$ cat src/hdl/rmq_sqrt_cell.sv
// One cell of the pipelined square root: retires one result bit per cycle while enabled.
`timescale 1ns / 1ps
module rmq_sqrt_cell #(
   parameter int RadWidth = 36,
   parameter int RootWidth = 18,
   parameter int Step = 0
) (
   input  logic                 clock,
   input  logic                 enable,
   input  logic [RadWidth-1:0]  rem_in,
   input  logic [RootWidth-1:0] root_in,
   output logic [RadWidth-1:0]  rem_out,
   output logic [RootWidth-1:0] root_out
);
   localparam int Pos = RootWidth - 1 - Step;
   localparam int Shift = 2 * Pos;

   logic [RadWidth+1:0] trial;
   logic [RadWidth-1:0] rem_ff, rem_in_w;
   logic [RootWidth-1:0] root_ff, root_in_w;

   always_comb begin
      trial = ((RadWidth+2)'(root_in) << (Pos + 1)) + ((RadWidth+2)'(1) << Shift);
      if ({2'b0, rem_in} >= trial) begin
         rem_in_w  = rem_in - trial[RadWidth-1:0];
         root_in_w = root_in | (RootWidth'(1) << Pos);
      end else begin
         rem_in_w  = rem_in;
         root_in_w = root_in;
      end
   end

   always_ff @(posedge clock) begin
      if (enable) begin
         rem_ff  <= rem_in_w;
         root_ff <= root_in_w;
      end
   end

   assign rem_out  = rem_ff;
   assign root_out = root_ff;
endmodule

$ cat config.mk
export PLATFORM = sky130hd
export DESIGN_NAME = rmq_sqrt_cell
export DESIGN_NICKNAME = d
export VERILOG_FILES = /design/src/hdl/rmq_sqrt_cell.sv
export SDC_FILE = /design/constraint.sdc
export NUM_CORES = 1
export LEC_CHECK = 0
export ABC_AREA = 1
export BUFFER_PORTS_ARGS = -buffer_cell sky130_fd_sc_hd__buf_2
export CAP_MARGIN = 20
export CORE_UTILIZATION = 50
export CTS_BUF_LIST = sky130_fd_sc_hd__clkbuf_16
export DETAILED_ROUTE_END_ITERATION = 16
export GPL_TIMING_DRIVEN = 0
export PLACE_DENSITY = 0.88
export SKIP_LAST_GASP = 1
export SYNTH_ARGS = -nofsm -noshare
export SYNTH_HDL_FRONTEND = slang
export SYNTH_SLANG_ARGS = --single-unit
export TNS_END_PERCENT = 1
$ cat constraint.sdc
create_clock -name clock -period 2 [get_ports clock]
set_input_delay 0.2 -clock clock [delete_from_list [all_inputs] [get_ports clock]]
set_output_delay 0.2 -clock clock [all_outputs]
set_load 0.05 [all_outputs]
==> impl_results.md <==
- Setup-failing EPs final: 0
- Pleak: 1.99 nW
- Status: completed
- Final WS setup: 0.175 ns
- Die width: 80.9 um
- TritonCTS clock tree: done
- DR vias: approximately 2600
- Critical path type: in2reg
- Core Region: 0.00596 mm2
- Row cnt: 28
- Post-Syn Area: between 0.003 and 0.004 mm2
- Layout cells sized above 1: 0.309
- Post-DRT Antenna Nets: 0
- Total design power: around 3.5 mW
- Clk slew on worst S/H paths: 0.07 ns
- Yosys warns: 0
- Root Buffer: clkbuf_16
- First-pass GRT wire length: between 10 and 15 mm
- Max_slew headroom: 0.673
- Hpwl dp: ~5.4 mm
- Worst Hold Depth: 1
- Critical path launch point type: input port
- Post-Syn Instances: between 300 and 400
- Pwr per Cell Area: approximately 900 mW/mm2
- Fillers: 498
- Port buffer count: roughly 110
- Final period util: 0.913
- Synth Net Count: 421
- #FFs+latches synth: 54
- TritonRoute pass-1 iters: 4
- Max Clock Freq: around 550 MHz
- HP Class: in2reg
- Die ar.: ~0.0065 mm2
- Die H: 80.9 um
- Post-synthesis sequential area ratio: 0.522
- CP Data Arrival Time: between 1.5 and 2 ns
- RSZ-0062 raised after global routing: no
- Multi-input gate area: 0.00125 mm2
- Final Max Tran Viols: 0
- CP Capture Type: register
- Final Core Density: 0.661
- Antenna diode count: 0
- CP max FO: 10
- Vias in the first global route: 2409
- Post-place setup slack: -0.275 ns
- Worst vdd ir: 0.487 mV
- Clock sinks: 54
- Endpoints failing hold: 0
- Worst Tran Pin Value: ~0.49 ns
- Tmin final: between 1.5 and 2 ns
- Initial drt markers: about 140
- Residual DRC count: 0
- Initial core utilization: 0.522
- I/O pin cnt: 110
- Layout net count: about 540
- Yosys cell types: 27
- Initial antenna violation count: 0
- Vias/cell: just under 5
- Reg area: roughly 0.0016 mm2
- Final WL: roughly 6.8 mm
- Worst Path Required: 2.04 ns
- WL/cell: approximately 13 um
- Clk buf depth: 2
- RePlAce Congestion: a little over 0.8
- H-tree levels: 2
- Inserted Clock Buffers: 5
- Largest net degree at the start of global routing: 55
- Layout area overhead: 26.7%
- Syn Area/Cell: 9.01 um2
- GRT Total Usage: 0.216
- Grt ovf: 0
- Max cap viols: 0
- Post-CTS Setup Repair Bufs: 0
## kinds of logic after synthesis
| family | Yosys count | share of synthesized area |
|---|---|---|
| AND/OR/NAND/NOR | 187 | 0.257 |
| buffers and inverters | 54 | 0.0761 |
| flip-flops | 54 | 0.522 |
| AO/OA/AOI/OAI | 22 | 0.0398 |
| adder cells (fa/ha/maj) | 20 | 0.0829 |
| XOR/XNOR | 8 | 0.0225 |
## worst paths after layout
kind | slack [ns] | start | end
worst min-delay path | 0.1 | root_in[11] | root_out[11]
worst max-delay path | 0.17 | root_in[16] | rem_out[27]
## what timing repair did
item	CTS	global route
hold buffers	0	0
gates resized for setup	0	2
endpoints found under the setup margin	0	4
## cells in the final DEF (no fill, tap or decap), types with 5 or more instances in the layout
cell and count:
nand2_1 116, buf_2 109, edfxtp_1 54, inv_1 49, nor2_1 28, ha_1 19
nand3_1 17, nand2_2 12, a21oi_1 11, xor2_1 7, nand3b_1 5, clkbuf_16 5
## power breakdown
group	total (mW)	switching [mW]	leakage, nW	internal (mW)
Clock	0.961	0.375	0.0812	0.586
Sequential	1.41	0.0244	0.528	1.39
Combinational	1.10	0.794	1.38	0.303
Total	3.47	1.19	1.99	2.27
## routing by layer
metal,wire length [um],vias to the layer above,GRT usage
li1,-,1350,-
met1,2990,1150,0.264
met2,3220,109,0.382
met3,502,13,0.0404
met4,126,0,0.0714
met5,0,-,0
## synth_stat cells
master,number,area (um2)
nand2_1,116,435
edfxtp_1,54,1620
inv_1,48,180
nor2_1,28,105
ha_1,19,238
nand3_1,17,85.1
nand2_2,12,75.1
a21oi_1,11,55.1
xor2_1,7,61.3
nand3b_1,5,37.5
o21ai_0,5,25.0
a21oi_2,3,26.3
nor3_1,3,15.0
buf_6,2,22.5
inv_2,2,7.51
o21ai_1,2,10.0
and2_1,1,6.26
buf_12,1,20.0
fa_1,1,20.0
inv_4,1,6.26
nand2_4,1,11.3
nand3_2,1,10.0
nand4_1,1,6.26
nor2_2,1,6.26
o21bai_1,1,7.51
or2_2,1,6.26
xnor2_1,1,8.76
## final cells by class
cell class / count / area share
sequential: 54 / 0.412
clock buffer: 5 / 0.0318
inverter: 51 / 0.0492
timing repair buffer: 110 / 0.144
tap: 75 / 0.0238
clock inverter: 3 / 0.0105
multi-input combinational: 237 / 0.319
buffer: 3 / 0.0108
## worst max-delay path, stage by stage
cell and delay, ns:
buf_2 0.12, ha_1 0.27, inv_1 0.04, ha_1 0.32
nand3_1 0.11, nor2_1 0.12, nand3_1 0.09, nor2_1 0.09
nor2_1 0.07, nand2_4 0.10, inv_4 0.07, buf_12 0.15
nand2_1 0.05, nand2_1 0.05
## flip-flops by register name, indices dropped and copies added (netlist names)
| name | cells |
|---|---|
| root_out | 18 |
| rem_out | 36 |
## metrics by stage
step | hold slack (ns) | instances | area (um2) | setup TNS (ns)
3_3_place_gp | 0.392 | 529 | 3750 | -1.30
4_1_cts | 0.0954 | 537 | 3920 | 0
6_report | 0.0990 | 538 | 3940 | 0
3_5_place_dp | 0.394 | 529 | 3750 | -2.18
5_1_grt | 0.0954 | 538 | 3940 | 0
2_1_floorplan | 0.299 | 345 | 3110 | 0
(Power assumes the default switching activity.)
