File: config.mk
export PLATFORM = sky130hd
export DESIGN_NAME = rmq_div_cell
export DESIGN_NICKNAME = d
export VERILOG_FILES = /design/src/hdl/rmq_div_cell.sv
export SDC_FILE = /design/constraint.sdc
export NUM_CORES = 1
export LEC_CHECK = 0
export CORE_AREA = 2 2 193 195
export CTS_CLUSTER_SIZE = 25
export DETAILED_ROUTE_END_ITERATION = 12
export DIE_AREA = 0 0 195 197
export DONT_BUFFER_PORTS = 1
export HOLD_SLACK_MARGIN = 0.05
export REMOVE_ABC_BUFFERS = 1
export SYNTH_ARGS = -nofsm -noshare
export SYNTH_HDL_FRONTEND = slang
export SYNTH_SLANG_ARGS = --single-unit
File: constraint.sdc
create_clock -name clock -period 3.2 [get_ports clock]
set_input_delay 0.16 -clock clock [delete_from_list [all_inputs] [get_ports clock]]
set_output_delay 0.16 -clock clock [all_outputs]
set_load 0.02 [all_outputs]
File: src/hdl/rmq_div_cell.sv
// One cell of the pipelined divider: retires one quotient bit per cycle for three lanes while enabled.
`timescale 1ns / 1ps
module rmq_div_cell #(
   parameter int NumWidth = 33,
   parameter int DenWidth = 19,
   parameter int Step = 0
) (
   input  logic                       clock,
   input  logic                       enable,
   input  logic [DenWidth-1:0]        den_in,
   input  logic [2:0][NumWidth-1:0]   num_in,
   input  logic [2:0][DenWidth:0]     rem_in,
   output logic [DenWidth-1:0]        den_out,
   output logic [2:0][NumWidth-1:0]   num_out,
   output logic [2:0][DenWidth:0]     rem_out
);
   logic [2:0][NumWidth-1:0] num_in_w, num_ff;
   logic [2:0][DenWidth:0]   rem_in_w, rem_ff;
   logic [DenWidth-1:0]      den_ff;
   logic [DenWidth+1:0]      shifted;

   always_comb begin
      for (int k = 0; k < 3; k++) begin
         shifted = {rem_in[k], num_in[k][NumWidth-1]};
         num_in_w[k] = {num_in[k][NumWidth-2:0], 1'b0};
         if (shifted >= {2'b0, den_in}) begin
            rem_in_w[k] = (DenWidth+1)'(shifted - {2'b0, den_in});
            num_in_w[k][0] = 1'b1;
         end else begin
            rem_in_w[k] = shifted[DenWidth:0];
         end
      end
   end

   always_ff @(posedge clock) begin
      if (enable) begin
         den_ff <= den_in;
         num_ff <= num_in_w;
         rem_ff <= rem_in_w;
      end
   end

   assign den_out = den_ff;
   assign num_out = num_ff;
   assign rem_out = rem_ff;
endmodule

==> results.md <==
Synthesis:
- The most frequent cell after synthesis is sky130_fd_sc_hd__edfxtp_1.
- The register bit total from synthesis is 178.
- The most instantiated flip-flop cell in the synthesis netlist is sky130_fd_sc_hd__edfxtp_1.
- The number of flops mapped to enable cells by yosys is 178.
- Sorting the synthesized cells by how often they occur yields 178 x sky130_fd_sc_hd__edfxtp_1, 57 x sky130_fd_sc_hd__ha_1, 39 x sky130_fd_sc_hd__inv_1, 37 x sky130_fd_sc_hd__a21oi_1, 36 x sky130_fd_sc_hd__nor2_1.
- Of all flip-flops after synthesis, the portion carrying an async set or reset was 0.
- Ranked by total cell area, the synthesized netlist is headed by sky130_fd_sc_hd__edfxtp_1 59%, sky130_fd_sc_hd__ha_1 7.9%, sky130_fd_sc_hd__xnor2_1 3.0%.
- The cell taking the most area after synthesis is sky130_fd_sc_hd__edfxtp_1.
- The cell count after synthesis came out at 651.
- The area of the mapped netlist is 0.008986 sq mm.
- After synthesis, the mean cell area works out to 13.80 sq um.
- The top cell type's share of synthesized area is 0.5948.
- The number of different library cells in the post-synthesis netlist is 62.
- The Yosys warning count is 0.
- For this run, the register share of the synthesized area comes to 0.5948.

Drt:
- After detailed routing, the number of remaining DRC violations is 0.
- The detailed-route vias per instance is 4.677.
- For this run, the detailed router's first-pass iteration total came to 4.
- The detailed-route wire length per cell is 23.28 um.
- After detailed routing, the total wire length is 30890 um.
- The remaining antenna violation count after routing is 0.
- The via count is 6206.
- The first routing iteration left 284 violations.

Global route:
- The global router's overall resource usage is 0.1561.
- The initial antenna violation count is 1.
- The first global-routing pass estimated 43330 um of wire.
- The via count of the first global-routing pass is 6504.
- For this run the aggregate overflow at the end of global routing stands at 0.
- Entering global routing, the biggest net connects 179 pins.

Clock tree:
- The post-CTS setup buffer count is 0.
- The clock transition at the registers of the reported paths is 0.08 ns.
- The maximum count of clock buffers along a single path is 2.
- The number of gates resized after CTS is 0.
- The clock sink count is 178.
- The number of levels in the clock H-tree is 4.
- TritonCTS created 17 clock buffers.
- TritonCTS built the clock tree.
- The number of buffers inserted for hold repair after clock tree synthesis is 175.
- The clock root buffer is sky130_fd_sc_hd__clkbuf_16.

Flow run:
- The number of max-cap violations is 0.

Timing:
- The final hold violation count is 97.
- The transition at the pin with the smallest max-transition slack is 0.9253 ns.
- The accumulated negative setup slack is 0 ns.
- The number of max-slew violations in the final report is 0.
- Timing would allow up to 327.7 MHz.
- The worst slew margin relative to its limit is 0.3750.
- Setup repair after global routing left no endpoint under its margin.
- The setup slack of the critical path after layout is 0.1480 ns.
- The worst path needs 3.052 ns of the cycle, external delays included.
- On the final layout, the worst hold slack is -0.1654 ns.
- Setup violations remaining at the end of the flow were counted as 0.
- The fraction of the cycle the final worst path needs is 0.9537.

Power and ir drop:
- Across the VDD grid, the largest voltage drop is 0.0002562 V.
- The static power due to leakage is 4.566 nW.
- The power density over the cells is 552.6 mW/mm^2.
- The completed layout was analyzed and its total power is 6.631 mW.

Layout:
- The finished cells cover 0.01200 sq mm.
- The fraction of final layout cells sized beyond drive strength 1 is 0.1153.
- The net total in the final layout is 1086.
- The number of antenna diodes in the final layout is 0.
- The relative area change from synthesis to final layout is 33.54%.

Placed design:
- The count of input and output buffers is 0.
- The congestion estimate from routability-driven global placement came to 0.8329.
- Once placement finished, the instance area stood at 0.009633 sq mm.
- The post-placement worst setup slack is 0.03207 ns.
- The estimated wirelength of the detail-placed design is 22940 um.

Floorplan:
- The boundary pin count is 358.
- The horizontal die dimension is 195 um.
- The die covers 0.03842 sq mm.
- In this run the core area contains 70 standard-cell rows.
- The die is 197 um tall.
- For this configuration, the core starts out at a cell density of 0.2478.
- The region available for standard cell placement spans 0.03626 sq mm.

Setup path:
- The timing startpoint of the critical path is num_in[32].
- The type of the worst setup path is in -> reg.
- STA classifies the critical path endpoint as a flip-flop.
- The most critical setup path has its endpoint at rem_out[18]$_DFFE_PP_.
- The maximum net fanout on the critical path is 3.
- The required time of the critical path is 3.38 ns.
- The worst setup path is launched from an input port.
- The worst endpoint data arrival time is 3.24 ns.

Hold path:
- In this run the worst hold path is classified as in -> reg.

Run status:
- The run finished, with violations left.
- The final reports fail on hold timing.
flip-flops by register name, indices dropped and copies added (netlist names):
signal   count
num_out     99
rem_out     60
den_out     19
cells in the final DEF, fill, tap and decap left out, drive strengths merged, types with 4 or more instances in the layout:
master	n
nand4	12
xor2	9
a211oi	6
nor2	36
nor3	6
o21bai	6
mux2	47
edfxtp	178
o31a	6
nor2b	9
mux2i	10
nand2b	6
clkinv	5
inv	45
ha	57
o41ai	4
a21o	19
o21ai	28
xnor2	31
a21oi	37
nand3	11
buf	14
dlygate4sd3	175
clkbuf	18
nand2	19
o211ai	6
o21a	8
layer usage:
layer,global-route usage,share of wire,vias up
met3,0.05065,0.071,30
met4,0.05768,0.024,2
met1,0.1586,0.37,3043
li1,-,-,2888
met5,0,0.00023,-
met2,0.2967,0.54,243
worst max-delay path: stages:
cell and delay (ns):
sky130_fd_sc_hd__dlygate4sd3_1 0.54, sky130_fd_sc_hd__inv_1 0.08, sky130_fd_sc_hd__ha_1 0.19, sky130_fd_sc_hd__fa_1 0.21, sky130_fd_sc_hd__nand2b_1 0.14, sky130_fd_sc_hd__a21oi_1 0.11
sky130_fd_sc_hd__o41ai_1 0.77, sky130_fd_sc_hd__o2111ai_1 0.24, sky130_fd_sc_hd__a31o_2 0.28, sky130_fd_sc_hd__a21oi_1 0.18, sky130_fd_sc_hd__xnor2_1 0.08, sky130_fd_sc_hd__mux2_2 0.25
report_power, final:
group          total (mW)  internal, mW  leakage [nW]  switching (mW)
registers            3.35          2.90          1.74           0.457
logic                1.07         0.577          2.53           0.493
clock network        2.21          1.19         0.297            1.01
worst min path at each step:
| stage | from | end | slack, ns | cells past startpoint |
|---|---|---|---|---|
| final | enable | num_out[32]$_DFFE_PP_ | -0.17 | 0 |
| after global routing | enable | num_out[50]$_DFFE_PP_ | -0.20 | 0 |
| after CTS | enable | num_out[27]$_DFFE_PP_ | -0.18 | 0 |
| after detailed placement | num_in[38] | num_out[39]$_DFFE_PP_ | 0.26 | 0 |
| after global placement | num_in[14] | num_out[15]$_DFFE_PP_ | 0.26 | 0 |
| after floorplan | den_in[0] | den_out[0]$_DFFE_PP_ | 0.26 | 0 |
logic make-up after synthesis:
logic type,synth area share
adders and majority gates,0.08605
xor gates and xnor gates,0.03899
DFF,0.5948
muxes,0.07672
buffers and inverters,0.02409
AOI/OAI and AO/OA,0.1135
and+or+nand+nor,0.06586
metrics by stage:
step | util | cells
6_report | 0.3310 | 1327
5_1_grt | 0.3310 | 1327
4_1_cts | 0.3310 | 1327
3_5_place_dp | 0.2657 | 1120
3_3_place_gp | 0.2657 | 1120
2_1_floorplan | - | 638
layout make-up:
class / instances / area (sq um)
clock buffers: 18 / 429.2
clock inverters: 14 / 186.4
fillers: 3532 / 24260
inverters: 39 / 146.4
multi-input cells: 421 / 3438
flip-flops and latches: 178 / 5345
well taps: 468 / 585.6
repair buffers: 189 / 1869
(Power assumes the default switching activity.)
